`src/rtl/bpi_pkg.sv`:
```
`default_nettype none
// ----------------------------------------------------------------------------
// bpi_pkg: shared types and constants
// Field structs, request struct between front and back, list constants.
// ----------------------------------------------------------------------------
package bpi_pkg;

  localparam int LIST_DEPTH  = 4096;
  localparam int MAX_WORDS   = 65536;
  localparam int ALPHABET    = 26;
  localparam int NUM_BIGRAMS = ALPHABET * ALPHABET;
  localparam int NUM_LISTS   = NUM_BIGRAMS + ALPHABET;
  localparam int LIST_W      = $clog2(NUM_LISTS);
  localparam int BIGRAM_W    = $clog2(NUM_BIGRAMS);
  localparam int COUNT_W     = $clog2(LIST_DEPTH + 1);
  localparam int WORDC_W     = $clog2(MAX_WORDS + 1);

  typedef struct packed {
    logic [4:0] letter;
    logic       end_of_word;
  } in_item_t;

  typedef struct packed {
    logic [9:0]  list_index;
    logic [15:0] word_id;
    logic [11:0] slot;
    logic        overflow;
    logic        last;
  } out_item_t;

  // One posting request from the front end
  typedef struct packed {
    logic [LIST_W-1:0]  list;
    logic               is_bigram;
    logic [WORDC_W-1:0] word;
    logic               last;
  } post_req_t;

endpackage : bpi_pkg
`default_nettype wire

```
`src/rtl/bpi_front.sv`:
```
`default_nettype none
// ----------------------------------------------------------------------------
// bpi_front: letter classifier
// Tracks word position and emits up to three posting requests per letter,
// one request per cycle while req_ready is high, over the request handoff.
// ----------------------------------------------------------------------------
module bpi_front (
  input  wire logic                clk,
  input  wire logic                rst,
  input  wire bpi_pkg::in_item_t   in_data,
  input  wire logic                push,
  output logic                     full,
  output bpi_pkg::post_req_t       req,
  output logic                     req_valid,
  input  wire logic                req_ready
);
  import bpi_pkg::*;

  logic [4:0]         first_letter;
  logic [4:0]         prior_letter;
  logic [1:0]         letters_seen;
  logic [WORDC_W-1:0] word_counter;

  // Held item being expanded
  logic                 busy;
  logic [1:0]           n_req;
  logic [1:0]           idx;
  post_req_t            reqs [3];

  logic [4:0]           c;
  logic                 accept;
  logic [1:0]           n_new;
  post_req_t            new_reqs [3];
  logic [LIST_W-1:0]    uni_first, uni_c, bi;

  assign full   = busy;
  assign accept = push && !busy;

  // Clamp and build requests
  always_comb begin
    c = (in_data.letter >= 5'(ALPHABET)) ? 5'(ALPHABET - 1) : in_data.letter;
    uni_first = LIST_W'(NUM_BIGRAMS) + LIST_W'(first_letter);
    uni_c     = LIST_W'(NUM_BIGRAMS) + LIST_W'(c);
    bi        = LIST_W'(prior_letter) * LIST_W'(ALPHABET) + LIST_W'(c);
    for (int i = 0; i < 3; i++) begin
      new_reqs[i] = '0;
      new_reqs[i].word = word_counter;
    end
    n_new = 2'd0;
    if (letters_seen == 2'd0) begin
      if (in_data.end_of_word) begin
        new_reqs[0].list = uni_c;
        n_new = 2'd1;
      end
    end else if (letters_seen == 2'd1 && in_data.end_of_word) begin
      new_reqs[0].list = uni_first;
      if (c != first_letter) begin
        new_reqs[1].list = uni_c;
        new_reqs[2].list = bi;
        new_reqs[2].is_bigram = 1'b1;
        n_new = 2'd3;
      end else begin
        new_reqs[1].list = bi;
        new_reqs[1].is_bigram = 1'b1;
        n_new = 2'd2;
      end
    end else begin
      new_reqs[0].list = bi;
      new_reqs[0].is_bigram = 1'b1;
      n_new = 2'd1;
    end
  end

  always_comb begin
    req       = reqs[idx];
    req.last  = (idx == n_req - 2'd1);
    req_valid = busy;
  end

  // Advance word state and request sequencing
  always_ff @(posedge clk) begin
    if (rst) begin
      busy <= 1'b0;
      idx <= 2'd0;
      n_req <= 2'd0;
      first_letter <= '0;
      prior_letter <= '0;
      letters_seen <= '0;
      word_counter <= '0;
    end else begin
      if (busy && req_ready) begin
        if (idx == n_req - 2'd1) busy <= 1'b0;
        idx <= idx + 2'd1;
      end
      if (accept) begin
        reqs  <= new_reqs;
        n_req <= n_new;
        idx   <= 2'd0;
        busy  <= (n_new != 2'd0);
        if (in_data.end_of_word) begin
          if (word_counter < WORDC_W'(MAX_WORDS)) word_counter <= word_counter + 1'b1;
          letters_seen <= '0;
          prior_letter <= '0;
          first_letter <= '0;
        end else begin
          if (letters_seen == 2'd0) first_letter <= c;
          prior_letter <= c;
          if (letters_seen < 2'd2) letters_seen <= letters_seen + 2'd1;
        end
      end
    end
  end

endmodule : bpi_front
`default_nettype wire

```
`config.mk`:
```
export PLATFORM = sky130hd
export DESIGN_NAME = bpi_front
export DESIGN_NICKNAME = d
export VERILOG_FILES = /design/src/rtl/bpi_pkg.sv /design/src/rtl/bpi_front.sv
export SDC_FILE = /design/constraint.sdc
export NUM_CORES = 1
export LEC_CHECK = 0
export BUFFER_PORTS_ARGS = -buffer_cell sky130_fd_sc_hd__buf_2
export CAP_MARGIN = 20
export CELL_PAD_IN_SITES_DETAIL_PLACEMENT = 0
export CELL_PAD_IN_SITES_GLOBAL_PLACEMENT = 1
export CORE_ASPECT_RATIO = 0.75
export CORE_MARGIN = 8
export CORE_UTILIZATION = 30
export CTS_CLUSTER_DIAMETER = 60
export DETAILED_ROUTE_END_ITERATION = 10
export GPL_TIMING_DRIVEN = 1
export PLACE_DENSITY_LB_ADDON = 0.1
export SYNTH_ARGS = -nofsm -noshare
export SYNTH_HDL_FRONTEND = slang
export SYNTH_SLANG_ARGS = --single-unit
export TNS_END_PERCENT = 5
```
`constraint.sdc`:
```
create_clock -name clk -period 3.2 [get_ports clk]
set_input_delay 0.16 -clock clk [delete_from_list [all_inputs] [get_ports clk]]
set_output_delay 0.16 -clock clk [all_outputs]
set_load 0.05 [all_outputs]
```
==> qor.yml, run 1 <==
status:
  status: "finished, final reports clean"
min_path:
  min_to: "full"
  hold_class: "input pin to flop"
  min_from: "req_ready"
  whs_path_depth: 4
critical_path:
  critPathMaxFanout: 6
  reg2reg_depth: 9
  crit_type: "flop to flop"
  end_kind: "flop"
  worst_setup_path_start_kind: "flop"
  path_cells: "ha_1, fa_1, fa_1, a21o_1, a21oi_1, xnor2_1, nand3_1, xnor3_1, o21ai_0"
  reg2reg_to: "reqs[57]"
  cp.required_ns: 3.26
  path_common_cell: "fa_1"
  crit_family: "adder cells"
  cpPeakStageDelay_ns: 0.52
  slowest_stage: "fa_1"
  r2r_slack_ns: 0.23
  path_buf_inv: 0
  crit_arrival_ns: 3.03
  r2r_start: "prior_letter[1]"
sta:
  setup_viol: 0
  worst_slew_pin_slew_ns: 0.7120
  fin_setup_tns_ns: 0
  skew_ns: 0.004877
  clock.fmax_ghz: 0.3370
  drv_slew: 0
  grt_setup_unrepaired: "false"
  report.final.hold_viol_count: 0
  relSlewSlack_pct: 52.53
  min_period_ns: 2.967
  final.period_utilization_pct: 92.73
power:
  ir_worst_vdd_mv: 0.2524
  leakage_nw: 1.948
  power_density_nw_per_um2: 512.2
logic_synthesis:
  synth_seq_area_share_pct: 49.64
  synth_mux_area_share_pct: 2.989
  synth_seq_cells: 84
  ys_types: 57
  synth_warnings: 0
  yosys.area_share.simple_pct: 17.28
  synthArstFlopShare_pct: 0
  synth_xor_xnor_area_share_pct: 6.063
  synth-main-ff-cell: "edfxtp_1"
  syn_avg_cell_area_um2: 10.69
  synth_top_family_by_area: "simple AND/OR/NAND/NOR gates"
  synth_fa_ha_area_share_pct: 8.284
  synth_nets: 448
  synth_compound_area_share_pct: 12.55
  syn_inst: 411
  synth_edf_count: 50
  synthesis.area_um2: 4395
layout:
  final_area_um2: 5137
  num_antenna_cells: 0
  syn_to_final_growth_pct: 16.88
  final_cells: 657
  final_util_pct: 35.66
  final_nets: 489
  fillers: 1460
  drive_gt1_share_pct: 18.82
floorplan:
  initial_core_util_pct: 30.51
  coreArea_um2: 14410
  design.die.area_um2: 18820
  die_h_um: 120.8
  die_width_um: 155.8
  io_pins: 41
  rows: 38
cts:
  clkLatencyLatePin_ns: 0.33
  cts_post_setup_buffers_inserted: 0
  cts_tree: "yes"
  cts_buffers: 9
  post_cts_resize_count: 0
  hold_buffers: 0
  cts_sinks: 84
  path_clk_slew_ns: 0.06
  cts_root_buffer: "clkbuf_16"
  htreeDepth: 3
  cts_max_path_buffers: 2
detailed_routing:
  ant_nets: 0
  vias_per_cell: 4.633
  drt_drc_violations_left: 0
  drt_wl_total_um: 10600
  detail_route.first_pass.iterations: 4
  drt_iter0_drc: 159
  dr_total_vias: 3044
  detail_route.wl_per_cell_um: 16.13
global_routing:
  grt_pass1_wl_um: 17220
  gr-total-overflow: 0
  grt_max_degree: 36
  grt_pass1_vias: 2999
  grt_util_all_layers_pct: 11.86
  antenna_found_initial: 0
run:
  maxCapViolations: 0
placed_design:
  placed_area_um2: 4843
  io_buffers: 40
  place.gp.congestion: 0.7296
  dp_hpwl_um: 7866
  dp_cells: 641
==> routing by layer <==
layer  GRT usage, %  vias up  routed length [um]
met1          16.98     1435                5622
met3          2.816        8                 427
met4          3.628        0                  99
li1               -     1549                   -
met5              0        -                   0
met2          17.27       52                4447
==> through the flow <==
step	power, mW	hold slack (ns)	setup WS (ns)
after floorplan	1.509	0.3492	0.3508
after global placement	1.626	0.4606	0.1872
after detailed placement	1.625	0.4642	0.1683
after CTS	2.675	0.1599	0.1188
after global routing	2.747	0.1836	0.01298
final	2.631	0.1742	0.2328
==> cells by family (layout without fill, tap and decap cells) <==
kind of cell               Yosys count  after routing
xor gates and xnor gates            28             28
and+or+nand+nor                    145            145
DFF                                 84             84
buffers and inverters               30             76
adders and majority gates           28             28
AOI/OAI and AO/OA                   83             83
muxes                               13             13
==> power breakdown <==
group,internal (mW),switching [mW]
Combinational,0.120,0.264
Clock,0.608,0.427
Sequential,1.19,0.0221
Total,1.92,0.714
==> cells in the mapped netlist, types with 2 or more instances <==
library cell,n,area share [%]
a21oi_2,2,0.40
nor2_1,44,3.8
ha_1,25,7.1
inv_4,2,0.28
a22o_1,7,1.4
nand3_1,9,1.0
mux2i_1,12,2.7
a31oi_1,3,0.43
clkbuf_1,12,1.0
and2_1,20,2.8
a21o_1,2,0.34
or2_2,2,0.28
nand3_4,2,0.80
edfxtp_1,50,34
buf_1,2,0.17
nand2b_1,5,0.71
inv_1,8,0.68
a211oi_1,2,0.34
and3_1,3,0.43
nor3b_2,2,0.57
a22oi_1,6,1.0
nor3_1,2,0.23
nand4_1,3,0.43
nand3b_1,3,0.51
a21oi_1,22,2.5
buf_4,2,0.34
xnor2_1,12,2.4
and4_1,3,0.60
dfxtp_1,34,15
buf_2,2,0.23
o31ai_1,3,0.51
or3_1,2,0.28
xor2_1,14,2.8
nand2_1,35,3.0
fa_1,2,0.91
o22ai_1,2,0.28
o21ai_0,25,2.8
nor2b_1,6,0.85
==> layout make-up <==
class,instances,area [um2],share of cell area [%]
Sequential cell,84,2183,42.50
Timing Repair Buffer,50,287.8,5.602
Clock buffer,11,232.7,4.530
Clock inverter,5,60.06,1.169
Inverter,10,42.54,0.8281
Multi-Input combinational cell,297,2081,40.50
Tap cell,200,250.2,4.871
==> cell usage in the layout (no fill, tap or decap), types with 2 or more instances in the layout <==
cell        n
edfxtp_1   50
nor2_1     43
buf_2      40
nand2_1    35
dfxtp_1    33
o21ai_0    25
ha_1       25
a21oi_1    22
and2_1     20
xor2_1     14
xnor2_1    12
mux2i_1    12
nand3_1     9
clkbuf_16   9
buf_4       9
inv_1       8
a22o_1      7
nor2b_1     6
a22oi_1     6
nand2b_1    5
a31oi_1     3
nand3b_1    3
nand4_1     3
and4_1      3
and3_1      3
o31ai_1     3
inv_4       2
a211oi_1    2
a21oi_2     2
or2_2       2
o22ai_1     2
a21o_1      2
or3_1       2
nand3_4     2
nor3b_2     2
nor3_1      2
fa_1        2
clkbuf_1    2
==> sequential cells by signal, indices dropped and copies added (netlist names) <==
name / flops
full: 1
idx: 2
letters_seen: 2
reqs: 50
prior_letter: 5
word_counter: 17
n_req: 2
first_letter: 5
==> worst min-delay path, delay by kind of cell <==
kind,cells,cell delay [ns]
compound gates,1,0.06
buf+inv,1,0.12
simple gates,2,0.13
==> worst max path at each step <==
stage               cells after the start             from  slack, ns  endpoint
CTS                                     9  prior_letter[1]       0.12  reqs[57]
global placement                        9  prior_letter[1]       0.19  reqs[57]
global route                            9  prior_letter[2]       0.01  reqs[57]
detailed placement                      9  prior_letter[1]       0.17  reqs[57]
finish                                  9  prior_letter[1]       0.23  reqs[57]
floorplan                               9  prior_letter[1]       0.35  reqs[57]
Power figures use the tool's default switching activity.
==> inputs of run 2 (changes only) <==
- CORE_UTILIZATION: 30 -> 43
- CTS_BUF_LIST: not set -> sky130_fd_sc_hd__clkbuf_8 sky130_fd_sc_hd__clkbuf_16
==> qor.yml, run 2 (synthesized netlist as in run 1, its figures left out) <==
layout:
  layout_common_cells: "edfxtp_1, nor2_1, buf_2"
  top_register: "reqs"
  final_common_cell: "edfxtp_1"
  largest_reg_flops: 50  # unchanged
  fillers: 941  # -36%
  syn_to_final_growth_pct: 15.00
  final_nets: 485  # -0.82%
  final_util_pct: 49.90  # +14 points
  reg.largest.list: "reqs x50, word_counter x17"
  num_antenna_cells: 0  # unchanged
  drive_gt1_share_pct: 18.32  # -0.50 points
cts:
  cts_buffers: 9  # unchanged
  hold_buffers: 0  # unchanged
  cts_sinks: 84  # unchanged
  clkLatencyLatePin_ns: 0.33  # about the same
  cts_root_buffer: "clkbuf_16"
  cts_max_path_buffers: 2  # unchanged
  path_clk_slew_ns: 0.06  # about the same
  htreeDepth: 3  # unchanged
  cts_post_setup_buffers_inserted: 0  # unchanged
  post_cts_resize_count: 0  # unchanged
  cts_tree: "yes"
critical_path:
  crit_type: "flop to flop"
  reg2reg_to: "reqs[57]"
  crit_arrival_ns: 3.11  # +0.08 ns
  critPathMaxFanout: 6  # unchanged
  critPathLaunch: "prior_letter[1]"
  r2r_start: "prior_letter[1]"
  cp.required_ns: 3.27  # about the same
  worst_setup_path_start_kind: "flop"
  r2r_slack_ns: 0.16  # -0.07 ns
  reg2reg_depth: 9  # unchanged
  end_kind: "flop"
detailed_routing:
  drt_iter0_drc: 114  # -28%
  drt_wl_total_um: 9911  # -6.5%
  detail_route.first_pass.iterations: 4  # unchanged
  vias_per_cell: 5.171  # +12%
  drt_drc_violations_left: 0  # unchanged
  dr_total_vias: 3046  # +0.066%
  detail_route.wl_per_cell_um: 16.83  # +4.3%
  ant_nets: 0  # unchanged
power:
  ir_worst_vdd_mv: 0.2537  # +0.52%
  clock_power_share_pct: 40.8  # +1.4 points
  swShare_pct: 26.18  # -0.95 points
  pwr-share-comb_pct: 13.9  # -0.7 points
  leakage_nw: 1.950  # about the same
  p_switching_mw: 0.7002  # -1.9%
  power_density_nw_per_um2: 529.2  # +3.3%
  pwr-share-seq_pct: 45.3  # -0.7 points
  p_int_mw: 1.975  # +3.0%
global_routing:
  grtUsageMet1_pct: 20.60  # +3.6 points
  grt_pass1_wl_um: 16220  # -5.8%
  grt_pass1_vias: 2995  # -0.13%
  met2_usage_pct: 21.63  # +4.4 points
  grt_util_all_layers_pct: 14.86  # +3.0 points
  grt_max_degree: 37  # +2.8%
  gr-total-overflow: 0  # unchanged
  antenna_found_initial: 0  # unchanged
  met3_usage_pct: 4.392  # +1.6 points
  grt_busiest_layer: "met2"
floorplan:
  die_width_um: 132.7  # -15%
  initial_core_util_pct: 43.39  # +13 points
  die_h_um: 103.6  # -14%
  coreArea_um2: 10130  # -30%
  design.die.area_um2: 13750  # -27%
  io_pins: 41  # unchanged
  rows: 32  # -16%
min_path:
  hold_class: "input pin to flop"
  min_to: "idx[0]"
  whs_path_depth: 4  # unchanged
  min_from: "push"
sta:
  clock.fmax_ghz: 0.3291  # -2.3%
  report.final.hold_viol_count: 0  # unchanged
  final.period_utilization_pct: 94.95  # +2.2 points
  worst_slew_pin_slew_ns: 0.6962  # -0.01587 ns
  min_period_ns: 3.038  # +0.07114 ns
  drv_slew: 0  # unchanged
  grt_setup_unrepaired: "false"
  fin_setup_tns_ns: 0  # unchanged
  skew_ns: 0.004743  # -0.0001339 ns
  fin_hold_ws_ns: 0.1949  # +0.02076 ns
  setup_viol: 0  # unchanged
  relSlewSlack_pct: 53.59  # +1.1 points
placed_design:
  place.gp.congestion: 0.8096  # +11%
  io_buffers: 40  # unchanged
  dp_hpwl_um: 7124  # -9.4%
run:
  maxCapViolations: 0  # unchanged
status:
  status: "finished, final reports clean"
-- run 2: worst max path at each step --
stage | slack, ns | depth (start not counted) | endpoint
after floorplan | 0.35 | 9 | reqs[57]
after global placement | 0.21 | 9 | reqs[57]
after detailed placement | 0.18 | 8 | reqs[57]
after CTS | 0.16 | 9 | reqs[57]
after global routing | 0.007 | 9 | reqs[57]
final | 0.16 | 9 | reqs[57]
-- run 2: per-stage QoR --
stage | worst slack (ns) | power, mW | instances | cell area [um2]
floorplan | 0.3508 | 1.509 | 411 | 4398
global placement | 0.2077 | 1.604 | 573 | 4733
detailed placement | 0.1796 | 1.609 | 573 | 4733
CTS | 0.1566 | 2.706 | 589 | 5055
global route | 0.006940 | 2.777 | 589 | 5055
finish | 0.1616 | 2.675 | 589 | 5055
-- run 2: area by class of cell --
type	count	area [um2]	area share, %
multi-input cells	297	2081	41.16
clock inverters	5	57.56	1.139
inverters	10	42.54	0.8416
flip-flops and latches	84	2182	43.17
repair buffers	46	257.7	5.099
well taps	136	170.2	3.366
clock buffers	11	264.0	5.223
-- run 2: layer usage --
metal  part of all wire (%)  up-vias
met5                      0        -
met4                   0.73        0
met3                    4.9        6
met2                     43       47
met1                     51     1456
li1                       -     1537
-- run 2: critical path, cell delays in order (launching register included) --
cell and delay [ns]:
dfxtp_1 0.46, ha_1 0.30, fa_1 0.51, fa_1 0.48, a21o_1 0.20, a21oi_1 0.16, xnor2_1 0.17, nand3_1 0.11
xnor3_1 0.28, o21ai_0 0.10
-- run 2: power by group through the flow --
stage / Clock (mW) / Combinational [mW] / Sequential [mW]
6_report: 1.09 / 0.372 / 1.21
5_1_grt: 1.16 / 0.405 / 1.22
4_1_cts: 1.12 / 0.375 / 1.21
3_5_place_dp: 0 / 0.373 / 1.24
3_3_place_gp: 0 / 0.370 / 1.23
2_1_floorplan: 0 / 0.276 / 1.23
==> inputs of run 3 (changes only) <==
- ABC_AREA: not set -> 1
- CORE_UTILIZATION: 43 -> 41
==> qor.yml, run 3 <==
floorplan:
  coreArea_um2: 10980  # +8.4%
  die_h_um: 108.3  # +4.6%
  initial_core_util_pct: 42.38  # -1.0 points
  io_pins: 41  # unchanged
  design.die.area_um2: 15050  # +9.5%
  rows: 33  # +3.1%
  die_width_um: 139.0  # +4.7%
critical_path:
  critPathMaxFanout: 5  # -1
  reg2reg_to: "reqs[86]"
  cp.required_ns: 3.30  # +0.03 ns
  crit_type: "flop to flop"
  worst_setup_path_start_kind: "flop"
  end_kind: "flop"
  r2r_slack_ns: 0.40  # +0.24 ns
  reg2reg_depth: 12  # +3
  r2r_start: "prior_letter[1]"
  crit_arrival_ns: 2.90  # -0.21 ns
layout:
  layout_common_cells: "nand2_1, nor2_1, inv_1"
  register_area_um2: 2182  # unchanged
  largest_reg_flops: 50  # unchanged
  top_register: "reqs"
  final_nets: 632  # +30%
  drive_gt1_share_pct: 13.50  # -4.8 points
  final_common_cell: "nand2_1"
  reg.largest.list: "reqs x50, word_counter x17"
  final_area_um2: 5305  # +5.0%
  final_util_pct: 48.30  # -1.6 points
  syn_to_final_growth_pct: 13.98
  multi_input_area_um2: 2093  # +0.60%
  num_antenna_cells: 0  # unchanged
  fillers: 1098  # +17%
sta:
  skew_ns: 0.004626  # -0.0001168 ns
  report.final.hold_viol_count: 0  # unchanged
  setup_viol: 0  # unchanged
  drv_slew: 0  # unchanged
  worst_slew_pin_slew_ns: 0.9101  # +0.2140 ns
  final.period_utilization_pct: 87.40  # -7.5 points
  min_period_ns: 2.797  # -0.2416 ns
  clock.fmax_ghz: 0.3576  # +8.6%
  fin_setup_tns_ns: 0  # unchanged
  relSlewSlack_pct: 39.24  # -14 points
  grt_setup_unrepaired: "false"
min_path:
  whs_path_depth: 4  # unchanged
  hold_class: "input pin to flop"
  min_from: "req_ready"
  min_to: "full"
placed_design:
  placed_area_um2: 4975  # +5.1%
  io_buffers: 40  # unchanged
  place.gp.congestion: 0.8094  # about the same
  dp_hpwl_um: 8427  # +18%
global_routing:
  grt_max_degree: 47  # +27%
  antenna_found_initial: 0  # unchanged
  grt_pass1_wl_um: 18220  # +12%
  grt_pass1_vias: 3409  # +14%
  gr-total-overflow: 0  # unchanged
  grt_util_all_layers_pct: 15.33  # +0.47 points
status:
  status: "finished, final reports clean"
logic_synthesis:
  synth_warnings: 0  # unchanged
  syn_inst: 558  # +36%
  synth_top_area_share_pct: 32.26  # -1.9 points
  synth_seq_cells: 84  # unchanged
  synth_seq_area_share_pct: 46.88  # -2.8 points
  synth-main-ff-cell: "edfxtp_1"
  synth_edf_count: 50  # unchanged
  synth_nets: 595  # +33%
  ys_types: 45  # -21%
  synthTopCellsByArea: "edfxtp_1, dfxtp_1, nand2_1, nor2_1, ha_1"
  syn_avg_cell_area_um2: 8.341  # -22%
  synth_top_area_cell: "edfxtp_1"
  synthArstFlopShare_pct: 0  # unchanged
  synthTopCellsByCount: "nand2_1, nor2_1, inv_1"
  synthesis.area_um2: 4654  # +5.9%
  synth.most_common_cell: "nand2_1"
cts:
  path_clk_slew_ns: 0.07  # about the same
  cts_post_setup_buffers_inserted: 0  # unchanged
  hold_buffers: 0  # unchanged
  cts_max_path_buffers: 2  # unchanged
  clkLatencyLatePin_ns: 0.34  # about the same
  cts_root_buffer: "clkbuf_16"
  cts_tree: "yes"
  htreeDepth: 3  # unchanged
  cts_buffers: 9  # unchanged
  cts_sinks: 84  # unchanged
  post_cts_resize_count: 0  # unchanged
power:
  p_switching_mw: 0.7755  # +11%
  pwr-share-comb_pct: 14.7  # +0.8 points
  power_density_nw_per_um2: 523.3  # -1.1%
  leakage_nw: 2.368  # +21%
  ir_worst_vdd_mv: 0.2740  # +8.0%
  clock_power_share_pct: 41.4  # +0.6 points
  swShare_pct: 27.93  # +1.8 points
  pwr-share-seq_pct: 43.9  # -1.4 points
  p_int_mw: 2.001  # +1.3%
detailed_routing:
  vias_per_cell: 4.950  # -4.3%
  drt_drc_violations_left: 0  # unchanged
  drt_wl_total_um: 11100  # +12%
  ant_nets: 0  # unchanged
  detail_route.wl_per_cell_um: 15.00  # -11%
  dr_total_vias: 3663  # +20%
  detail_route.first_pass.iterations: 5  # +1
  drt_iter0_drc: 290  # +150%
run:
  maxCapViolations: 0  # unchanged
==> run 3: cell types whose count changed after synthesis, sizes merged, moves of 7 or more <==
| cell | change |
|---|---|
| nand3 | +30 |
| nor2 | +49 |
| mux2i | -12 |
| xor2 | -8 |
| and2 | -20 |
| inv | +69 |
| nor3 | +7 |
| o31ai | +8 |
| nand2 | +73 |
| xnor2 | -8 |
==> run 3: kinds of logic after synthesis <==
logic type                 after synthesis  share of synthesized area, %
DFF                                     84                         46.88
AOI/OAI and AO/OA                       73                         9.194
and+or+nand+nor                        267                         25.97
xor gates and xnor gates                11                         2.070
adders and majority gates               27                         7.581
buffers and inverters                   96                         8.307
==> run 3: per-layer routing <==
metal  global-route usage [%]  up-vias  part of all wire [%]
met1                    23.20     1645                    55
met5                        0        -                     0
met4                    4.372        0                  0.79
li1                         -     1917                     -
met3                    4.137        8                   6.0
met2                    20.53       93                    38
==> run 3: worst max path at each step <==
stage | from | slack (ns) | endpoint
floorplan | full | 0.39 | n_req[1]
global placement | prior_letter[1] | 0.44 | reqs[86]
detailed placement | prior_letter[1] | 0.38 | reqs[86]
CTS | prior_letter[1] | 0.38 | reqs[86]
global route | prior_letter[1] | 0.20 | reqs[86]
finish | prior_letter[1] | 0.40 | reqs[86]
==> run 3: layout make-up <==
type | count | share of cell area [%]
clock buffer | 9 | 4.245
clock inverter | 7 | 1.981
inverter | 81 | 5.731
multi-input combinational | 378 | 39.46
sequential | 84 | 41.13
tap | 140 | 3.302
timing repair buffer | 41 | 4.151
==> run 3: worst max-delay path: stages, from the launching register on <==
cell	delay, ns
dfxtp_1	0.35
ha_1	0.32
fa_1	0.51
fa_1	0.47
or2_2	0.28
nand2_1	0.09
inv_1	0.07
nand3_1	0.10
nor2_1	0.06
nand3_1	0.11
nand3_1	0.09
nand2_1	0.07
inv_1	0.03
==> run 3: power by group through the flow <==
stage / Combinational, mW / Sequential [mW] / Clock [mW]
final: 0.407 / 1.22 / 1.15
after global routing: 0.450 / 1.22 / 1.22
after CTS: 0.408 / 1.22 / 1.17
after detailed placement: 0.407 / 1.24 / 0
after global placement: 0.407 / 1.24 / 0
after floorplan: 0.298 / 1.24 / 0
==> run 3: per-stage QoR <==
step	cells	hold WS, ns	setup slack [ns]	power, mW
global placement	724	0.4548	0.4358	1.650
detailed placement	724	0.4660	0.3817	1.650
floorplan	558	0.2987	0.3872	1.538
finish	740	0.1732	0.4032	2.776
global route	740	0.1929	0.2013	2.892
CTS	740	0.1614	0.3808	2.802
